--- config.mk ---
export PLATFORM = sky130hd
export DESIGN_NAME = ipv4_fragment_header_generator
export DESIGN_NICKNAME = d
export VERILOG_FILES = /design/src/hw/rtl/ifhg_pkg.sv /design/src/hw/rtl/ifhg_regs.sv /design/src/hw/rtl/ifhg_front.sv /design/src/hw/rtl/ifhg_queue.sv /design/src/hw/rtl/ifhg_back.sv /design/src/hw/rtl/ipv4_fragment_header_generator.sv
export SDC_FILE = /design/constraint.sdc
export NUM_CORES = 1
export LEC_CHECK = 0
export BUFFER_PORTS_ARGS = -buffer_cell sky130_fd_sc_hd__buf_2
export CORE_MARGIN = 2
export CORE_UTILIZATION = 45
export DETAILED_ROUTE_END_ITERATION = 10
export PLACE_DENSITY = 0.6
export REMOVE_ABC_BUFFERS = 1
export SYNTH_ARGS = -nofsm -noshare
export SYNTH_HDL_FRONTEND = slang
export SYNTH_SLANG_ARGS = --single-unit
--- constraint.sdc ---
create_clock -name aclk -period 8.93 [get_ports aclk]
set_input_delay 0.893 -clock aclk [delete_from_list [all_inputs] [get_ports aclk]]
set_output_delay 0.893 -clock aclk [all_outputs]
set_load 0.02 [all_outputs]
--- src/hw/rtl/ifhg_pkg.sv ---
// ----------------------------------------------------------------------------
// ifhg_pkg
// Shared types and constants of the IPv4 fragment header generator.
// ----------------------------------------------------------------------------
package ifhg_pkg;

    // Register file
    localparam int PaddrW = 3;
    localparam logic RegMtu    = 1'b0;
    localparam logic RegSrcAdr = 1'b1;
    localparam logic [13:0] MtuReset = 14'd1500;
    localparam logic [31:0] SrcReset = 32'd0;

    // Header constants
    localparam logic [13:0] MtuFloor   = 14'd1100;
    localparam logic [15:0] EthHdr     = 16'd14;
    localparam logic [15:0] IpHdr      = 16'd20;
    localparam logic [15:0] HdrBytes   = 16'd34;
    localparam logic [7:0]  TtlValue   = 8'd128;
    localparam logic [7:0]  VerIhl     = 8'h45;
    localparam logic [15:0] IdentReset = 16'd1000;
    localparam int          MoreFragBit = 13;

    // Width of the unfolded partial header sum
    localparam int SumW = 19;

    // Job queue between front and back
    localparam int QDepth = 2;
    localparam int QPtrW  = $clog2(QDepth);
    localparam int QCntW  = $clog2(QDepth + 1);

    typedef struct packed {
        logic [15:0] frame_length;
        logic [31:0] dest_addr;
        logic [7:0]  protocol;
    } in_item_t;

    typedef struct packed {
        logic [13:0] frag_field;
        logic [15:0] total_length;
        logic [15:0] identification;
        logic [15:0] header_checksum;
        logic [15:0] payload_offset;
        logic [15:0] payload_length;
        logic        last;
    } result_t;

    typedef struct packed {
        logic [13:0] mtu;
        logic [31:0] source_addr;
    } cfg_t;

    typedef struct packed {
        logic [15:0]     identification;
        logic [15:0]     chunk;
        logic [15:0]     remaining;
        logic [SumW-1:0] partial;
    } job_t;

    typedef struct packed {
        logic [13:0]     frag_field;
        logic [15:0]     total_length;
        logic [15:0]     identification;
        logic [15:0]     payload_offset;
        logic [15:0]     payload_length;
        logic            last;
        logic [SumW-1:0] partial;
    } frag_t;

endpackage

--- src/hw/rtl/ifhg_regs.sv ---
// ----------------------------------------------------------------------------
// ifhg_regs
// APB-style configuration registers: link MTU and IPv4 source address.
// ----------------------------------------------------------------------------
module ifhg_regs (
    input  logic                        aclk,
    input  logic                        aresetn,
    input  logic                        psel,
    input  logic                        penable,
    input  logic                        pwrite,
    input  logic [ifhg_pkg::PaddrW-1:0] paddr,
    input  logic [31:0]                 pwdata,
    output logic [31:0]                 prdata,
    output logic                        pready,
    output ifhg_pkg::cfg_t              cfg
);
    import ifhg_pkg::*;

    logic [13:0] mtu_reg;
    logic [31:0] src_reg;
    logic        wr_en;
    logic        reg_idx;

    assign pready  = 1'b1;
    assign wr_en   = psel && penable && pwrite;
    assign reg_idx = paddr[2];

    // Write on the access phase of a transfer
    always_ff @(posedge aclk) begin
        if (!aresetn) begin
            mtu_reg <= MtuReset;
            src_reg <= SrcReset;
        end else if (wr_en) begin
            case (reg_idx)
                RegMtu:    mtu_reg <= pwdata[13:0];
                RegSrcAdr: src_reg <= pwdata;
                default:   mtu_reg <= mtu_reg;
            endcase
        end
    end

    // Read back
    always_comb begin
        case (reg_idx)
            RegMtu:    prdata = {18'd0, mtu_reg};
            RegSrcAdr: prdata = src_reg;
            default:   prdata = 32'd0;
        endcase
    end

    assign cfg.mtu         = mtu_reg;
    assign cfg.source_addr = src_reg;

endmodule

--- src/hw/rtl/ifhg_front.sv ---
// ----------------------------------------------------------------------------
// ifhg_front
// Accept a datagram descriptor, assign its identification and classify it:
// chunk size, payload bytes and the fixed part of the header sum.
// ----------------------------------------------------------------------------
module ifhg_front (
    input  logic               aclk,
    input  logic               aresetn,
    input  ifhg_pkg::cfg_t     cfg,
    input  logic               s_valid,
    output logic               s_ready,
    input  ifhg_pkg::in_item_t s_data,
    output logic               push_valid,
    input  logic               push_ready,
    output ifhg_pkg::job_t     push_data
);
    import ifhg_pkg::*;

    logic [15:0] ident_reg;
    logic [15:0] ident_next;
    logic [13:0] mtu_eff;
    logic [13:0] mtu_room;
    logic [15:0] flen_eff;
    logic [15:0] remaining;
    logic        fits;

    assign s_ready    = push_ready;
    assign push_valid = s_valid;
    assign ident_next = ident_reg + 16'd1;

    // Advance the identification counter once per accepted descriptor
    always_ff @(posedge aclk) begin
        if (!aresetn) begin
            ident_reg <= IdentReset;
        end else if (s_valid && push_ready) begin
            ident_reg <= ident_next;
        end
    end

    // Clamp inputs and size the chunks; a frame that fits is one chunk
    always_comb begin
        mtu_eff   = (cfg.mtu < MtuFloor) ? MtuFloor : cfg.mtu;
        flen_eff  = (s_data.frame_length < HdrBytes) ? HdrBytes : s_data.frame_length;
        fits      = flen_eff <= {2'd0, mtu_eff};
        remaining = flen_eff - HdrBytes;
        mtu_room  = mtu_eff - HdrBytes[13:0];

        push_data.identification = ident_next;
        push_data.remaining      = remaining;
        push_data.chunk          = fits ? remaining : {2'd0, mtu_room[13:3], 3'd0};
        push_data.partial        = SumW'({VerIhl, 8'd0})
                                 + SumW'({TtlValue, s_data.protocol})
                                 + SumW'(cfg.source_addr[31:16])
                                 + SumW'(cfg.source_addr[15:0])
                                 + SumW'(s_data.dest_addr[31:16])
                                 + SumW'(s_data.dest_addr[15:0]);
    end

endmodule

--- src/hw/rtl/ifhg_queue.sv ---
// ----------------------------------------------------------------------------
// ifhg_queue
// Short job queue that decouples descriptor intake from header output.
// ----------------------------------------------------------------------------
module ifhg_queue (
    input  logic           aclk,
    input  logic           aresetn,
    input  logic           push_valid,
    output logic           push_ready,
    input  ifhg_pkg::job_t push_data,
    output logic           pop_valid,
    input  logic           pop_ready,
    output ifhg_pkg::job_t pop_data
);
    import ifhg_pkg::*;

    job_t             entry_reg [QDepth];
    logic [QPtrW-1:0] wr_ptr_reg;
    logic [QPtrW-1:0] rd_ptr_reg;
    logic [QCntW-1:0] count_reg;
    logic             do_push;
    logic             do_pop;

    assign push_ready = count_reg != QCntW'(QDepth);
    assign pop_valid  = count_reg != '0;
    assign pop_data   = entry_reg[rd_ptr_reg];
    assign do_push    = push_valid && push_ready;
    assign do_pop     = pop_valid && pop_ready;

    // Store jobs
    always_ff @(posedge aclk) begin
        if (do_push) begin
            entry_reg[wr_ptr_reg] <= push_data;
        end
    end

    // Advance pointers and occupancy
    always_ff @(posedge aclk) begin
        if (!aresetn) begin
            wr_ptr_reg <= '0;
            rd_ptr_reg <= '0;
            count_reg  <= '0;
        end else begin
            if (do_push) begin
                wr_ptr_reg <= (wr_ptr_reg == QPtrW'(QDepth - 1)) ? '0 : wr_ptr_reg + 1'b1;
            end
            if (do_pop) begin
                rd_ptr_reg <= (rd_ptr_reg == QPtrW'(QDepth - 1)) ? '0 : rd_ptr_reg + 1'b1;
            end
            case ({do_push, do_pop})
                2'b10:   count_reg <= count_reg + 1'b1;
                2'b01:   count_reg <= count_reg - 1'b1;
                default: count_reg <= count_reg;
            endcase
        end
    end

    a_count_bound: assert property (@(posedge aclk) disable iff (!aresetn)
        count_reg <= QCntW'(QDepth))
        else $error("job queue occupancy out of range");

endmodule

--- src/hw/rtl/ifhg_back.sv ---
// ----------------------------------------------------------------------------
// ifhg_back
// Cut a job into fragments, one per cycle unless the output stalls, then
// checksum each header into the output register.
// ----------------------------------------------------------------------------
module ifhg_back (
    input  logic              aclk,
    input  logic              aresetn,
    input  logic              pop_valid,
    output logic              pop_ready,
    input  ifhg_pkg::job_t    pop_data,
    output logic              m_valid,
    input  logic              m_ready,
    output ifhg_pkg::result_t m_data
);
    import ifhg_pkg::*;

    // Fragment sequencer
    logic        busy_reg;
    job_t        job_reg;
    logic [15:0] rem_reg;
    logic [15:0] off_reg;
    logic [15:0] len;
    logic [15:0] rem_next;
    frag_t       frag_next;

    // Fragment stage and output register
    logic        fv_reg;
    frag_t       frag_reg;
    logic        out_valid_reg;
    result_t     out_reg;
    logic        out_load;
    logic        frag_adv;

    logic [SumW-1:0] sum0;
    logic [16:0]     sum1;
    logic [15:0]     sum2;
    result_t         out_next;

    assign out_load  = !out_valid_reg || m_ready;
    assign frag_adv  = !fv_reg || out_load;
    assign pop_ready = !busy_reg;

    // Size the current fragment
    always_comb begin
        len      = (job_reg.chunk < rem_reg) ? job_reg.chunk : rem_reg;
        rem_next = rem_reg - len;

        frag_next.frag_field     = {rem_next != 16'd0, off_reg[15:3]};
        frag_next.total_length   = len + IpHdr;
        frag_next.identification = job_reg.identification;
        frag_next.payload_offset = off_reg;
        frag_next.payload_length = len;
        frag_next.last           = rem_next == 16'd0;
        frag_next.partial        = job_reg.partial;
    end

    // Load a job, then step through its fragments
    always_ff @(posedge aclk) begin
        if (!aresetn) begin
            busy_reg <= 1'b0;
        end else if (!busy_reg) begin
            busy_reg <= pop_valid;
        end else if (frag_adv) begin
            busy_reg <= rem_next != 16'd0;
        end
    end

    always_ff @(posedge aclk) begin
        if (!busy_reg) begin
            job_reg <= pop_data;
            rem_reg <= pop_data.remaining;
            off_reg <= 16'd0;
        end else if (frag_adv) begin
            rem_reg <= rem_next;
            off_reg <= off_reg + len;
        end
    end

    // Fragment stage
    always_ff @(posedge aclk) begin
        if (!aresetn) begin
            fv_reg <= 1'b0;
        end else if (frag_adv) begin
            fv_reg <= busy_reg;
        end
    end

    always_ff @(posedge aclk) begin
        if (frag_adv && busy_reg) begin
            frag_reg <= frag_next;
        end
    end

    // Finish the ones-complement header sum
    always_comb begin
        sum0 = frag_reg.partial
             + SumW'(frag_reg.total_length)
             + SumW'(frag_reg.identification)
             + SumW'(frag_reg.frag_field);
        sum1 = {1'b0, sum0[15:0]} + 17'(sum0[SumW-1:16]);
        sum2 = sum1[15:0] + 16'(sum1[16]);

        out_next.frag_field      = frag_reg.frag_field;
        out_next.total_length    = frag_reg.total_length;
        out_next.identification  = frag_reg.identification;
        out_next.header_checksum = ~sum2;
        out_next.payload_offset  = frag_reg.payload_offset;
        out_next.payload_length  = frag_reg.payload_length;
        out_next.last            = frag_reg.last;
    end

    // Output register; hold while the result transfer stalls
    always_ff @(posedge aclk) begin
        if (!aresetn) begin
            out_valid_reg <= 1'b0;
        end else if (out_load) begin
            out_valid_reg <= fv_reg;
        end
    end

    always_ff @(posedge aclk) begin
        if (out_load && fv_reg) begin
            out_reg <= out_next;
        end
    end

    assign m_valid = out_valid_reg;
    assign m_data  = out_reg;

    a_mf_vs_last: assert property (@(posedge aclk) disable iff (!aresetn)
        fv_reg |-> (frag_reg.frag_field[MoreFragBit] == !frag_reg.last))
        else $error("more-fragments flag disagrees with last");

    a_len_match: assert property (@(posedge aclk) disable iff (!aresetn)
        fv_reg |-> (frag_reg.total_length == frag_reg.payload_length + IpHdr))
        else $error("total length does not match payload length");

    a_job_ends_last: assert property (@(posedge aclk) disable iff (!aresetn)
        $fell(busy_reg) |-> (fv_reg && frag_reg.last))
        else $error("job ended without a final fragment");

endmodule

--- src/hw/rtl/ipv4_fragment_header_generator.sv ---
// A descriptor's first header follows the job queue entry, job register,
// fragment stage and output register when the queue is empty and the
// fragment sequencer idle. A datagram cut into n headers (1..62) holds the
// sequencer until its last header, one header per cycle unless m_ready
// stalls; a two-entry job queue lets further descriptors transfer meanwhile.
// Reset: identification counter 1000, MTU 1500, source address 0, queue empty.
// ----------------------------------------------------------------------------
// ipv4_fragment_header_generator
// Top level: registers, descriptor front end, job queue and header back end.
// ----------------------------------------------------------------------------
module ipv4_fragment_header_generator (
    input  logic                        aclk,
    input  logic                        aresetn,
    input  logic                        psel,
    input  logic                        penable,
    input  logic                        pwrite,
    input  logic [ifhg_pkg::PaddrW-1:0] paddr,
    input  logic [31:0]                 pwdata,
    output logic [31:0]                 prdata,
    output logic                        pready,
    input  logic                        s_valid,
    output logic                        s_ready,
    input  ifhg_pkg::in_item_t          s_data,
    output logic                        m_valid,
    input  logic                        m_ready,
    output ifhg_pkg::result_t           m_data
);
    import ifhg_pkg::*;

    cfg_t cfg;
    logic push_valid;
    logic push_ready;
    job_t push_data;
    logic pop_valid;
    logic pop_ready;
    job_t pop_data;

    ifhg_regs u_regs (
        .aclk    (aclk),
        .aresetn (aresetn),
        .psel    (psel),
        .penable (penable),
        .pwrite  (pwrite),
        .paddr   (paddr),
        .pwdata  (pwdata),
        .prdata  (prdata),
        .pready  (pready),
        .cfg     (cfg)
    );

    ifhg_front u_front (
        .aclk       (aclk),
        .aresetn    (aresetn),
        .cfg        (cfg),
        .s_valid    (s_valid),
        .s_ready    (s_ready),
        .s_data     (s_data),
        .push_valid (push_valid),
        .push_ready (push_ready),
        .push_data  (push_data)
    );

    ifhg_queue u_queue (
        .aclk       (aclk),
        .aresetn    (aresetn),
        .push_valid (push_valid),
        .push_ready (push_ready),
        .push_data  (push_data),
        .pop_valid  (pop_valid),
        .pop_ready  (pop_ready),
        .pop_data   (pop_data)
    );

    ifhg_back u_back (
        .aclk      (aclk),
        .aresetn   (aresetn),
        .pop_valid (pop_valid),
        .pop_ready (pop_ready),
        .pop_data  (pop_data),
        .m_valid   (m_valid),
        .m_ready   (m_ready),
        .m_data    (m_data)
    );

endmodule
=== Word-level counts from Yosys, hierarchy flattened ===
Memories as Yosys holds them, arrays and structs flattened. A register that Yosys moved wholly into a read port is not among the register bits.
Index checks and enable logic that the tools add are counted.

* Bits in registers: 345
* Latch bits: 0
* RAM bits: 134
* ROM bits: 0
* Input port bits: 98
* Output and inout bits: 130
* Logic and storage cells: 92
* Memories kept: 1

{| class="wikitable"
|+ Memory list
! name !! depth !! bits a word !! read ports !! clocked after Yosys merged registers in !! write ports !! RTL line !! text
|-
| u_queue.entry_reg || 2 || 67 || 1 || 1 || 1 || ifhg_queue.sv:17 || <nowiki>job_t entry_reg [QDepth];</nowiki>
|}

* Add/sub/neg operators: 20
* Multiply operators: 0
* Div/mod/pow operators: 0
* $lt $le $gt $ge: 4
* Equality and inequality tests: 4
* Shifts and indexed selects: 0
* Multiplexer cells: 16
* Bitwise gates (word level): 2
* Reductions and logical operators: 17

{| class="wikitable"
|+ Operator list
! kind !! number
|-
| adder 19 x 16 -> 19 bit || 6
|-
| two-way mux 16 bit || 5
|-
| case mux 32 bit (2 select lines) || 1
|-
| adder 19 x 14 -> 19 bit || 1
|-
| adder 15 x 16 -> 17 bit, first input constant || 1
|-
| adder 16 x 3 -> 17 bit || 1
|-
| adder 16 x 1 -> 16 bit || 1
|-
| adder 16 x 1 -> 16 bit, second input constant || 1
|-
| adder 16 bit || 1
|-
| adder 16 x 5 -> 16 bit, second input constant || 1
|-
| <= comparator 16 x 14 -> 1 bit || 1
|-
| logical NOT 16 bit || 1
|-
| < comparator 16 bit || 1
|-
| < comparator 16 x 6 -> 1 bit, second input constant || 1
|-
| inverter 16 bit || 1
|-
| nonzero test 16 bit || 1
|-
| subtractor 16 bit || 1
|-
| subtractor 16 x 6 -> 16 bit, second input constant || 1
|-
| < comparator 14 x 11 -> 1 bit, second input constant || 1
|-
| two-way mux 14 bit || 1
|-
| subtractor 14 x 6 -> 14 bit, second input constant || 1
|-
| two-way mux 1 bit || 8
|-
| logical AND 1 bit || 6
|-
| inequality test 2 bit, second input constant || 2
|-
| 11 further kinds || 17
|}

=== Longest topological paths before layout ===
* Depth after elaboration: 6
* Depth in mapped cells: 33
* Mapped depth without buffers: 33

=== Cells and area by module ===
Synthesis repeated with hierarchy kept, for this count alone.

* Cells, all modules: 1981
* Area, all modules: 23854.1 µm²

{| class="wikitable"
|+ Modules (own cells, without submodules)
! module !! times used !! cells each !! area an instance (µm²) !! seq. area each (µm²)
|-
| ifhg_back || 1 || 985 || 12553.3 || 7287.0
|-
| ifhg_queue || 1 || 232 || 5056.1 || 4124.0
|-
| ifhg_front || 1 || 531 || 4068.9 || 320.3
|-
| ifhg_regs || 1 || 233 || 2175.8 || 920.9
|}

=== Worst setup path before layout ===
No wires, ideal clock.

* Path kind: reg2reg
* Start point: register u_back.frag_reg[21] (netlist name)
* End point: register u_back.out_reg (netlist bit u_back.m_data[45]), data pin
* Setup time: 0.258 ns
* Arrival time: 6.921 ns
* Data required time: 8.672 ns
* Slack: 1.751 ns
* Cell stages (with the launch flop): 33
* Buffers on the path: 0
* Period minus slack after synthesis: 7.179 ns
* Cell sequence: edfxtp_1 > inv_1 > fa_1 > fa_1 > inv_1 > ha_1 > inv_1 > fa_1 > nor2b_1 > o2111a_1 > o21ai_1 > a21oi_1 > a21o_1 > a21oi_1 > nor2_1 > a211oi_2 > xor2_1 > fa_1 > nor2b_1 > o21a_1 > nand3_1 > nor3_4 > nand3_1 > a2111oi_0 > ha_1 > ha_1 > nand2_1 > nor3_2 > nand3_1 > a2111oi_4 > o2111ai_2 > nand2b_1 > xnor2_1

{| class="wikitable"
|+ RTL lines
! item !! RTL line !! text
|-
| end signal: assignment || ifhg_back.sv:124 || <nowiki>out_reg <= out_next;</nowiki>
|-
| end: declaration || ifhg_back.sv:31 || <nowiki>result_t out_reg;</nowiki>
|}

==> out/qor.csv <==
metric,value,unit
vias per cell,5.11,
"Seq/Total Area, Yosys",0.535,
Post-CTS Setup Bufs,0,
"Slew Viols, Final",0,
ANT nets after route,0,
Critical Path RT,9.26,ns
hpwl dp,37200,µm
DP Worst Slack,0.601,ns
GRT Util Overall,0.185,
dpl cells,2803,
"EDFF count, synth",364,
part of the cycle the worst path needs,0.911,
Rel. slew slack,0.265,
share of post-route cells with drive strength above 1,0.197,
Initial Util,0.458,
Critical R2R Capture,u_back.m_data[45],
post-synthesis compound-gate area fraction,0.0994,
post-synthesis mux area share,0.0430,
top_reg_cell synth,edfxtp_1,
share of the synthesized area in the top cell type,0.463,
Setup TNS Final,0,ns
"non-filler cells, final",2894,
Hold WC Path Type,reg -> reg,
CTS tree,built,
register bit total from synthesis,450,
RSZ-0062 raised after global routing,false,
Peak Freq,0.123,GHz
first-pass GRT wire length,78400,µm
CTS Buf Count,48,
WL/cell,17.2,µm
Post-Synth Simple-Gate Area,0.110,
critical path capture point type,register,
crit path time final,8.14,ns
R2R cell count,30,
# rows,83,
Crit-path slowest cell,fa_1,
Vias,14800,
vias in the first global route,14700,
most frequent cells in the layout,"364 x edfxtp_1, 224 x buf_2, 192 x nand2_1",
R2R setup slack,0.79,ns
Synthesis Warnings,0,
CP most frequent cell,ha_1,
WS Path Type,reg -> reg,
Die Wd,233,µm
DRT iter0 DRCs,908,
clk_lat worst skew,0.58,ns
die outline height,233,µm
post-synthesis cell area,0.0236,mm²
Mean Syn Cell Area,12.1,µm²
slew at the pin closest to its max-slew limit,1.10,ns
die area,0.0544,mm²
largest family of logic cells by synthesized area,adder cells,
DRC viols,0,
WL final,49900,µm
max FFs per register,134,
status,"complete, no violations",
clock root buffer,clkbuf_16,
Max Cap Violations,0,
Clock Skews,0.0185,ns
CORE AREA,0.0516,mm²
PortBufs,224,
"delay-heaviest family, CP",compound AO/OA/AOI/OAI gates,
I/O Pins,228,
Setup crit start kind,register,
Layout area overhead,14.0,%
Post-Synthesis Cells,1961,
final net count,2459,
routability cong.,0.886,
Post-Synth XOR/XNOR Area,0.0457,
post-synthesis cell type count,94,
pin count of the biggest net entering global routing,79,
Hold Startpoint,u_back.frag_next[59],
final hold vios,0,
detailed-router iteration count before antenna repair,5,
crit path buf inv count,3,
Max clock buf depth,3,
Setup Viol. Count Final,0,
"most common cell after layout, fill and taps aside",edfxtp_1,
adder-cell share of the synthesized area,0.123,
Slowest Stage Delay on Critical Path,0.58,ns
Worst Hold Path EP,u_back.frag_reg[59],
Sink Count,450,
GR Overflow Total,0,
"Reg clk slew, reported paths",0.06,ns
initial antenna violation count,4,
# H-tree levels,2,
ys async rst share,0,
CP Max Fanout,6,
fin worst setup slack,0.793,ns
largest cells by area after synthesis,"edfxtp_1 46%, dfxtp_1 7.3%, ha_1 6.1%",
WHS Path Cells,0,
RR Startpoint,u_back.frag_reg[70],
critical path data arrival time,8.46,ns
leading area contributor after synthesis,edfxtp_1,
-- worst reg2reg max path: cells and delay by family, from the launching register on --
family / cells / cell delay (ns)
buffers and inverters: 3 / 0.27
XOR/XNOR: 2 / 0.33
AO/OA/AOI/OAI: 8 / 2.49
AND/OR/NAND/NOR: 10 / 1.99
flip-flops: 1 / 0.40
adder cells (fa/ha/maj): 7 / 2.40
-- worst max path at each step --
stage / from / to / depth (start not counted)
after floorplan: u_back.frag_reg[21] / u_back.m_data[45] / 32
after global placement: u_back.frag_reg[21] / u_back.m_data[45] / 32
after detailed placement: u_back.frag_reg[21] / u_back.m_data[45] / 32
after CTS: u_back.frag_reg[21] / u_back.m_data[45] / 32
after global routing: u_back.frag_reg[21] / u_back.m_data[47] / 32
final: u_back.frag_reg[70] / u_back.m_data[45] / 30
-- what timing repair did --
action / in CTS / in global routing
setup endpoints to repair: 0 / 2
hold buffers: 0 / 0
hold endpoints to repair: 0 / 0
resized for setup: 0 / 2
-- metal layers --
metal	vias to the layer above	track usage	wire length, µm
met5	-	0	14
met4	2	0.0569	1310
met3	73	0.0363	2840
met2	353	0.301	22900
met1	7002	0.250	22900
li1	7369	-	-
-- stage by stage --
step / utilization / instance area, µm² / hold slack (ns)
detailed placement: 0.491 / 25400 / 0.405
floorplan: - / 23300 / 0.400
global placement: 0.491 / 25400 / 0.405
global route: 0.522 / 26900 / 0.423
CTS: 0.522 / 26900 / 0.418
finish: 0.522 / 26900 / 0.416
-- final cells by class --
cell class,count,area [µm²]
Sequential cell,450,12700
Inverter,173,651
Clock buffer,61,1310
Fill cell,4458,24700
Timing Repair Buffer,237,1220
Clock inverter,28,264
Multi-Input combinational cell,1263,9990
Tap cell,680,851
Antenna cell,2,5.00
-- cells by family (layout without fill, tap and decap cells) --
family          Yosys count  after routing
other cells               2              5
simple gates            522            522
xor+xnor                120            120
buf+inv                 249            499
flops                   450            450
fa+ha+maj               189            189
mux                      92             92
compound gates          337            337
-- synthesized netlist by cell type, types with 47 or more instances --
master    number
dfxtp_1       86
nor2_1        84
ha_1         116
a21oi_1       76
a21boi_0      47
nand2_1      192
fa_1          72
xnor2_1       78
mux2_2        72
edfxtp_1     364
inv_1        173
o21ai_0       62
Power is left out: the tool's default activity adds up to more than one toggle a clock period on the data nets, which glitch-free logic cannot reach.
